==> config.mk <==
export PLATFORM = sky130hd
export DESIGN_NAME = first_fit_block_allocator_top
export DESIGN_NICKNAME = d
export VERILOG_FILES = /design/src/sv/ffba_pkg.sv /design/src/sv/ffba_table.sv /design/src/sv/ffba_match.sv /design/src/sv/first_fit_block_allocator_top.sv
export SDC_FILE = /design/constraint.sdc
export NUM_CORES = 2
export LEC_CHECK = 0
export BUFFER_PORTS_ARGS = -buffer_cell sky130_fd_sc_hd__buf_2
export CORE_MARGIN = 2
export CORE_UTILIZATION = 25
export DETAILED_ROUTE_END_ITERATION = 16
export PLACE_DENSITY = 0.41
export SKIP_LAST_GASP = 1
export SYNTH_ARGS = -nofsm -noshare
export SYNTH_HDL_FRONTEND = slang
export SYNTH_SLANG_ARGS = --single-unit
==> constraint.sdc <==
create_clock -name clk -period 10.25 [get_ports clk]
set_input_delay 0 -clock clk [delete_from_list [all_inputs] [get_ports clk]]
set_output_delay 0 -clock clk [all_outputs]
set_load 0.005 [all_outputs]
==> src/sv/ffba_pkg.sv <==
// Package of the first-fit block allocator: operation and status codes,
// sequencer states, field widths and the result record.
// Depends on nothing; ffba_match and the top level import it.
package ffba_pkg;

	// Widths of the transaction fields, fixed by the interface.
	localparam int unsigned REQ_W    = 10;
	localparam int unsigned ADDR_W   = 10;
	localparam int unsigned OFS_W    = 10;
	localparam int unsigned STATUS_W = 2;
	// A block size is a request plus a header.
	localparam int unsigned NEED_W   = 11;

	typedef enum logic {
		OP_ALLOC = 1'b0,
		OP_FREE  = 1'b1
	} op_t;

	typedef enum logic [STATUS_W-1:0] {
		STATUS_OK       = 2'd0,
		STATUS_OOM      = 2'd1,
		STATUS_BAD_FREE = 2'd2
	} status_t;

	typedef enum logic [1:0] {
		ST_IDLE,
		ST_SCAN,
		ST_RESP
	} state_t;

	typedef struct packed {
		status_t           status;
		logic [OFS_W-1:0]  payload_offset;
		logic              was_reused;
	} result_t;

endpackage

==> src/sv/ffba_table.sv <==
// Block table memory of the allocator: one write port and one read port,
// with the read data registered.
// Depends on nothing outside this file.
module ffba_table #(
	parameter int unsigned DW    = 27,
	parameter int unsigned DEPTH = 128,
	parameter int unsigned IW    = 7
) (
	input  logic          clk,
	input  logic          we,
	input  logic [IW-1:0] waddr,
	input  logic [DW-1:0] wdata,
	input  logic          re,
	input  logic [IW-1:0] raddr,
	output logic [DW-1:0] rdata
);

	logic [DW-1:0] mem_q [DEPTH];
	logic [DW-1:0] rdata_q;

	// Write port.
	always_ff @(posedge clk) begin
		if (we) begin
			mem_q[waddr] <= wdata;
		end
	end

	// Registered read port.
	always_ff @(posedge clk) begin
		if (re) begin
			rdata_q <= mem_q[raddr];
		end
	end

	assign rdata = rdata_q;

endmodule

==> src/sv/ffba_match.sv <==
// Shared compare unit of the allocator: decides whether one table entry
// satisfies the current request. Imports ffba_pkg for codes and widths.
module ffba_match #(
	parameter int unsigned OW           = 10,
	parameter int unsigned HEADER_BYTES = 8
) (
	input  ffba_pkg::op_t                    op,
	input  logic [ffba_pkg::NEED_W-1:0]      need,
	input  logic [ffba_pkg::ADDR_W-1:0]      free_address,
	input  logic [OW-1:0]                    blk_start,
	input  logic [ffba_pkg::NEED_W-1:0]      blk_size,
	input  logic                             blk_free,
	output logic                             hit
);
	import ffba_pkg::*;

	// Width that holds a block start plus the header and a payload address.
	localparam int unsigned MW = (OW + 1 > ADDR_W) ? OW + 1 : ADDR_W;

	logic [MW-1:0] payload_addr;

	assign payload_addr = MW'(blk_start) + MW'(HEADER_BYTES);

	// Allocate wants a free block that is large enough; free wants the block
	// whose payload starts at the address handed back.
	always_comb begin
		case (op)
			OP_ALLOC: hit = blk_free && (blk_size >= need);
			OP_FREE:  hit = (payload_addr == MW'(free_address));
			default:  hit = 1'b0;
		endcase
	end

endmodule

==> src/sv/first_fit_block_allocator_top.sv <==
// First-fit block allocator, top level. Each transaction walks the table entries below
// the block count in order, one entry per cycle, through the single table read port and
// the compare unit, and stops at the first entry that matches. If none matches, an
// allocate is appended after the last block or refused as out of memory, and a free
// is refused as a bad free. A new transaction is taken only in the idle state.
// Reset clears the block count, end pointer and handshake state, not the table.
module first_fit_block_allocator_top #(
	parameter int unsigned CAPACITY     = 1024,
	parameter int unsigned HEADER_BYTES = 8,
	parameter int unsigned MAX_BLOCKS   = 128
) (
	input  logic        clk,
	input  logic        arst_n,
	input  logic        s_tvalid,
	output logic        s_tready,
	input  logic [23:0] s_tdata,   // [9:0] request_bytes, [19:10] free_address, rest zero
	input  logic        s_tuser,   // [0] operation
	output logic        m_tvalid,
	input  logic        m_tready,
	output logic [15:0] m_tdata,   // [9:0] payload_offset, [10] was_reused, rest zero
	output logic [1:0]  m_tuser    // [1:0] status
);
	import ffba_pkg::*;

	localparam int unsigned OW = $clog2(CAPACITY);
	localparam int unsigned IW = $clog2(MAX_BLOCKS);
	localparam int unsigned CW = $clog2(MAX_BLOCKS + 1);
	localparam int unsigned EW = OW + NEED_W + 1;
	localparam int unsigned SW = ((OW > NEED_W) ? OW : NEED_W) + 1;
	localparam int unsigned MW = (OW + 1 > OFS_W) ? OW + 1 : OFS_W;

	state_t state_q, state_d;

	op_t                op_q;
	logic [NEED_W-1:0]  need_q;
	logic [ADDR_W-1:0]  addr_q;
	logic [CW-1:0]      rd_idx_q;
	logic               vld_s1;
	logic [IW-1:0]      idx_s1;
	logic [CW-1:0]      count_q;
	logic [OW-1:0]      end_q;
	result_t            res_q, res_d;
	logic               m_valid_q;

	logic               issue;
	logic               hit;
	logic               match_hit;
	logic               scan_end;
	logic               finish;
	logic               out_load;
	logic               do_append;
	logic [SW-1:0]      new_end;
	logic [MW-1:0]      hit_payload;
	logic [MW-1:0]      app_payload;

	logic               tbl_we;
	logic [IW-1:0]      tbl_waddr;
	logic [EW-1:0]      tbl_wdata;
	logic [EW-1:0]      tbl_rdata;
	logic [OW-1:0]      rd_start;
	logic [NEED_W-1:0]  rd_size;
	logic               rd_free;

	// Handshake and scan control.
	assign s_tready = (state_q == ST_IDLE);
	assign issue    = (state_q == ST_SCAN) && (rd_idx_q < count_q);
	assign hit      = (state_q == ST_SCAN) && vld_s1 && match_hit;
	assign scan_end = (state_q == ST_SCAN) && !vld_s1 && !issue;
	assign finish   = hit || scan_end;
	assign out_load = (state_q == ST_RESP) && (!m_valid_q || m_tready);

	// Table entry fields, lowest bits first: start, size, free flag.
	assign rd_start = tbl_rdata[OW-1:0];
	assign rd_size  = tbl_rdata[OW +: NEED_W];
	assign rd_free  = tbl_rdata[EW-1];

	ffba_table #(
		.DW    (EW),
		.DEPTH (MAX_BLOCKS),
		.IW    (IW)
	) u_table (
		.clk   (clk),
		.we    (tbl_we),
		.waddr (tbl_waddr),
		.wdata (tbl_wdata),
		.re    (issue),
		.raddr (rd_idx_q[IW-1:0]),
		.rdata (tbl_rdata)
	);

	ffba_match #(
		.OW           (OW),
		.HEADER_BYTES (HEADER_BYTES)
	) u_match (
		.op           (op_q),
		.need         (need_q),
		.free_address (addr_q),
		.blk_start    (rd_start),
		.blk_size     (rd_size),
		.blk_free     (rd_free),
		.hit          (match_hit)
	);

	// Append arithmetic and the payload offset of a reused block.
	assign new_end     = SW'(end_q) + SW'(need_q);
	assign hit_payload = MW'(rd_start) + MW'(HEADER_BYTES);
	assign app_payload = MW'(end_q) + MW'(HEADER_BYTES);

	// Next state.
	always_comb begin
		state_d = state_q;
		case (state_q)
			ST_IDLE: begin
				if (s_tvalid) begin
					state_d = ST_SCAN;
				end
			end
			ST_SCAN: begin
				if (finish) begin
					state_d = ST_RESP;
				end
			end
			ST_RESP: begin
				if (out_load) begin
					state_d = ST_IDLE;
				end
			end
			default: state_d = ST_IDLE;
		endcase
	end

	// Table updates and the result of the transaction.
	always_comb begin
		tbl_we    = 1'b0;
		tbl_waddr = idx_s1;
		tbl_wdata = {(op_q == OP_FREE), rd_size, rd_start};
		do_append = 1'b0;
		res_d     = '{status: STATUS_OK, payload_offset: '0, was_reused: 1'b0};
		if (hit) begin
			tbl_we = 1'b1;
			if (op_q == OP_ALLOC) begin
				res_d.payload_offset = hit_payload[OFS_W-1:0];
				res_d.was_reused     = 1'b1;
			end
		end else if (scan_end) begin
			if (op_q == OP_FREE) begin
				res_d.status = STATUS_BAD_FREE;
			end else if (new_end >= SW'(CAPACITY - 1) || count_q >= CW'(MAX_BLOCKS)) begin
				res_d.status = STATUS_OOM;
			end else begin
				do_append            = 1'b1;
				tbl_we               = 1'b1;
				tbl_waddr            = count_q[IW-1:0];
				tbl_wdata            = {1'b0, need_q, end_q};
				res_d.payload_offset = app_payload[OFS_W-1:0];
			end
		end
	end

	// Sequencer and heap state registers.
	always_ff @(posedge clk or negedge arst_n) begin
		if (!arst_n) begin
			state_q   <= ST_IDLE;
			count_q   <= '0;
			end_q     <= '0;
			vld_s1    <= 1'b0;
			rd_idx_q  <= '0;
			m_valid_q <= 1'b0;
		end else begin
			state_q <= state_d;
			if (s_tvalid && s_tready) begin
				rd_idx_q <= '0;
				vld_s1   <= 1'b0;
			end else begin
				vld_s1 <= issue;
				if (issue) begin
					rd_idx_q <= rd_idx_q + CW'(1);
				end
			end
			if (do_append) begin
				count_q <= count_q + CW'(1);
				end_q   <= new_end[OW-1:0];
			end
			if (out_load) begin
				m_valid_q <= 1'b1;
			end else if (m_tready) begin
				m_valid_q <= 1'b0;
			end
		end
	end

	// Captured request, scan index and result payload.
	always_ff @(posedge clk) begin
		if (s_tvalid && s_tready) begin
			op_q   <= op_t'(s_tuser);
			need_q <= NEED_W'(s_tdata[REQ_W-1:0]) + NEED_W'(HEADER_BYTES);
			addr_q <= s_tdata[REQ_W +: ADDR_W];
		end
		idx_s1 <= rd_idx_q[IW-1:0];
		if (finish) begin
			res_q <= res_d;
		end
	end

	// Output register.
	result_t out_q;

	always_ff @(posedge clk) begin
		if (out_load) begin
			out_q <= res_q;
		end
	end

	assign m_tvalid = m_valid_q;
	assign m_tuser  = out_q.status;
	assign m_tdata  = {5'b0, out_q.was_reused, out_q.payload_offset};

endmodule
==> results_dict.tcl <==
set metrics [dict create \
    outcome "finished clean" \
    min_period_over_period_pct 60.9 \
    regArea_mm2 0.0876 \
    ys_ff_latch 2923 \
    cts.sinks 2923 \
    drc 0 \
    critPathLaunch "need_q[0]" \
    power_density_mw_per_mm2 258 \
    grt_pass1_wl_um 443000 \
    antenna_found_initial 18 \
    hold_viol 0 \
    cts.repair.resized 0 \
    grt_remaining_overflow 0 \
    cts_setup_buffers 0 \
    cts.reportedPaths.clkPinSlew_ps 60 \
    p_leak_nw 38.7 \
    setup_viol 0 \
    r2r_cells 13 \
    critPathLaunchType "flip-flop" \
    ir_drop_mv 0.193 \
    drtIter0Drc 4607 \
    grt_usage_pct 13.7 \
    coreArea_mm2 0.452 \
    dp_hpwl_um 175000 \
    max_cap_viol_count 0 \
    drv_slew 0 \
    maxSlewHeadroom_pct 14.9 \
    ant_nets 0 \
    synth_edf_count 2886 \
    cp-end-kind "flip-flop" \
    yosysUniqueCellTypes 68 \
    rsz0062_at_grt "false" \
    finalPower_mw 34.2 \
    r2r-start "need_q[0]" \
    dieArea_mm2 0.459 \
    timing.fmax_ghz 0.160 \
    clk_latency_ps 890 \
    rows 247 \
    avgRoutedWirePerCell_um 28.2 \
    utilization_pct 29.3 \
    ys_seq_area_share_pct 77.3 \
    grt_max_degree 106 \
    worst_pin_slew_ps 1280 \
    layout-drive-gt1-share_pct 31.9 \
    grt_pass1_vias 54608 \
    globalplace.congestion 0.759 \
    num_io_pins 49 \
    viasPerCell 4.53 \
    synthCells 4764 \
    cts_hold_buf 53 \
    clk_path_buf_depth 4 \
    reg2reg_to "u_table.mem_q[42][7]" \
    start_util_pct 25.1 \
    ys.flop_type "edfxtp_1" \
    ys_warn_count 0 \
    syn_area_mm2 0.113 \
    cp_max_fo 38 \
    cts_buffers 315 \
    final_nets 5151 \
    wirelength_um 320000 \
    synthArstFlopShare_pct 1.03 \
    setup_tns_ps 0 \
    first_pass_iters 5 \
    area_delta_synth_final_pct 16.9 \
    ff2ff_setup_slack_ps 4000 \
    critPathKind "flip-flop to flip-flop" \
    vias 51387 \
    dieWidth_um 677 \
    synth.avg_cell_area_um2 23.8 \
    cp_data_arrival_time_ps 6790 \
    cts_tree "built" \
    hold_class "input pin to async pin" \
    finalClockSkew_ps 62.2 \
    port_buffers 39 \
    die_h_um 677 \
    htreeDepth 5 \
    cts_root_buf "clkbuf_16" \
    multiInputGateArea_mm2 0.0256 \
    nFillCells 43853 \
    min_period_ps 6250 \
    cp.required_ps 10790 \
]
## worst max-delay path, stage by stage, from the launching register on
cell,delay (ps)
edfxtp_1,500
ha_1,300
fa_1,440
a211o_1,350
a311o_1,400
a2111o_1,420
o31ai_2,140
nand2_4,140
a21oi_4,420
buf_4,640
a22oi_2,430
buf_4,370
nor2_2,860
buf_4,400
## worst max-delay path by stage
stage / endpoint
finish: u_table.mem_q[42][7]
global route: u_table.mem_q[42][7]
global placement: u_table.mem_q[42][7]
floorplan: u_table.mem_q[0][10]
detailed placement: u_table.mem_q[42][7]
CTS: u_table.mem_q[42][7]
## report_power, final
part           switching [mW]  internal, mW
logic                    5.13          2.54
clock network            4.64          6.17
registers               0.262          15.5
total                    10.0          24.2
## metrics by stage
stage | area, um2 | hold WS [ps] | worst slack [ps] | std cells
3_5_place_dp | 122000 | 163 | 3990 | 10693
4_1_cts | 132000 | 85.3 | 3970 | 11295
3_3_place_gp | 122000 | 148 | 3970 | 10693
2_1_floorplan | 113000 | -296 | 823 | 4768
6_report | 133000 | 136 | 4000 | 11352
5_1_grt | 132000 | 136 | 3710 | 11339
## routing by layer
| layer | track usage, % | up-vias | wire [um] |
|---|---|---|---|
| li1 | - | 21176 | - |
| met1 | 18.4 | 28676 | 139000 |
| met2 | 23.5 | 1146 | 161000 |
| met3 | 1.65 | 389 | 12000 |
| met4 | 3.66 | 0 | 8000 |
| met5 | 0 | - | 0 |
## cells in the final DEF, fill, tap and decap left out, drive strengths merged, types with 6 or more instances in the layout
cell type    synthesis  final
edfxtp            2886   2886
mux4               902    902
clkbuf             128    391
buf                123    201
nor2               171    171
clkinv               2    130
nand2               89     89
mux2i               68     68
diode                0     57
dlygate4sd3          0     52
inv                 28     37
ha                  34     34
a22oi               32     32
dfrtp               30     30
o21ai               28     28
nor3                26     26
o21a                24     24
xnor2               23     23
a21oi               22     22
xor2                21     21
nand3               17     17
bufinv               0     16
nand2b              12     12
nor4                 9      9
dfxtp                7      7
a21o                 6      6
o22ai                6      6
nor3b                6      6
## cell type report
type	count	share of cell area, %
Tap cell	5976	5.64
Multi-Input combinational cell	1564	19.3
Clock inverter	158	0.908
Inverter	30	0.0850
Timing Repair Buffer	253	1.54
Sequential cell	2923	66.1
Clock buffer	391	6.31
Antenna cell	57	0.108
## cells in the mapped netlist, types with 24 or more instances
library cell  number  area, um2
mux4_2           902      20300
nor2_1           171        642
nor3_1            26        130
edfxtp_1        2886      86700
mux2i_1           55        551
o21ai_0           26        130
clkbuf_1         128        480
buf_2             91        455
nand2_1           88        330
inv_1             28        105
ha_1              34        425
a22oi_1           31        233
dfrtp_1           30        751
o21a_1            24        180
## cells by family (layout without fill, tap and decap cells)
family	Yosys count	count (layout)	share of synthesized area, %
AOI/OAI and AO/OA	152	152	0.963
xor gates and xnor gates	44	44	0.347
adders and majority gates	35	35	0.393
buffers and inverters	281	832	1.07
DFF	2923	2923	77.3
muxes	970	970	18.6
other	1	62	0.00331
and+or+nand+nor	358	358	1.39
## sequential cells by signal, summed over array words and instances, names as in the netlist
| name | cells |
|---|---|
| idx_s1 | 7 |
| u_table.rdata | 22 |
| m_tdata | 11 |
| count_q | 8 |
| need_q | 11 |
| vld_s1 | 1 |
| op_q | 1 |
| res_q | 13 |
| rd_idx_q | 8 |
| m_tuser | 2 |
| end_q | 10 |
| u_table.mem_q | 2816 |
| addr_q | 10 |
| state_q | 2 |
| m_tvalid | 1 |
No activity file was read; power rests on OpenSTA's default activity.
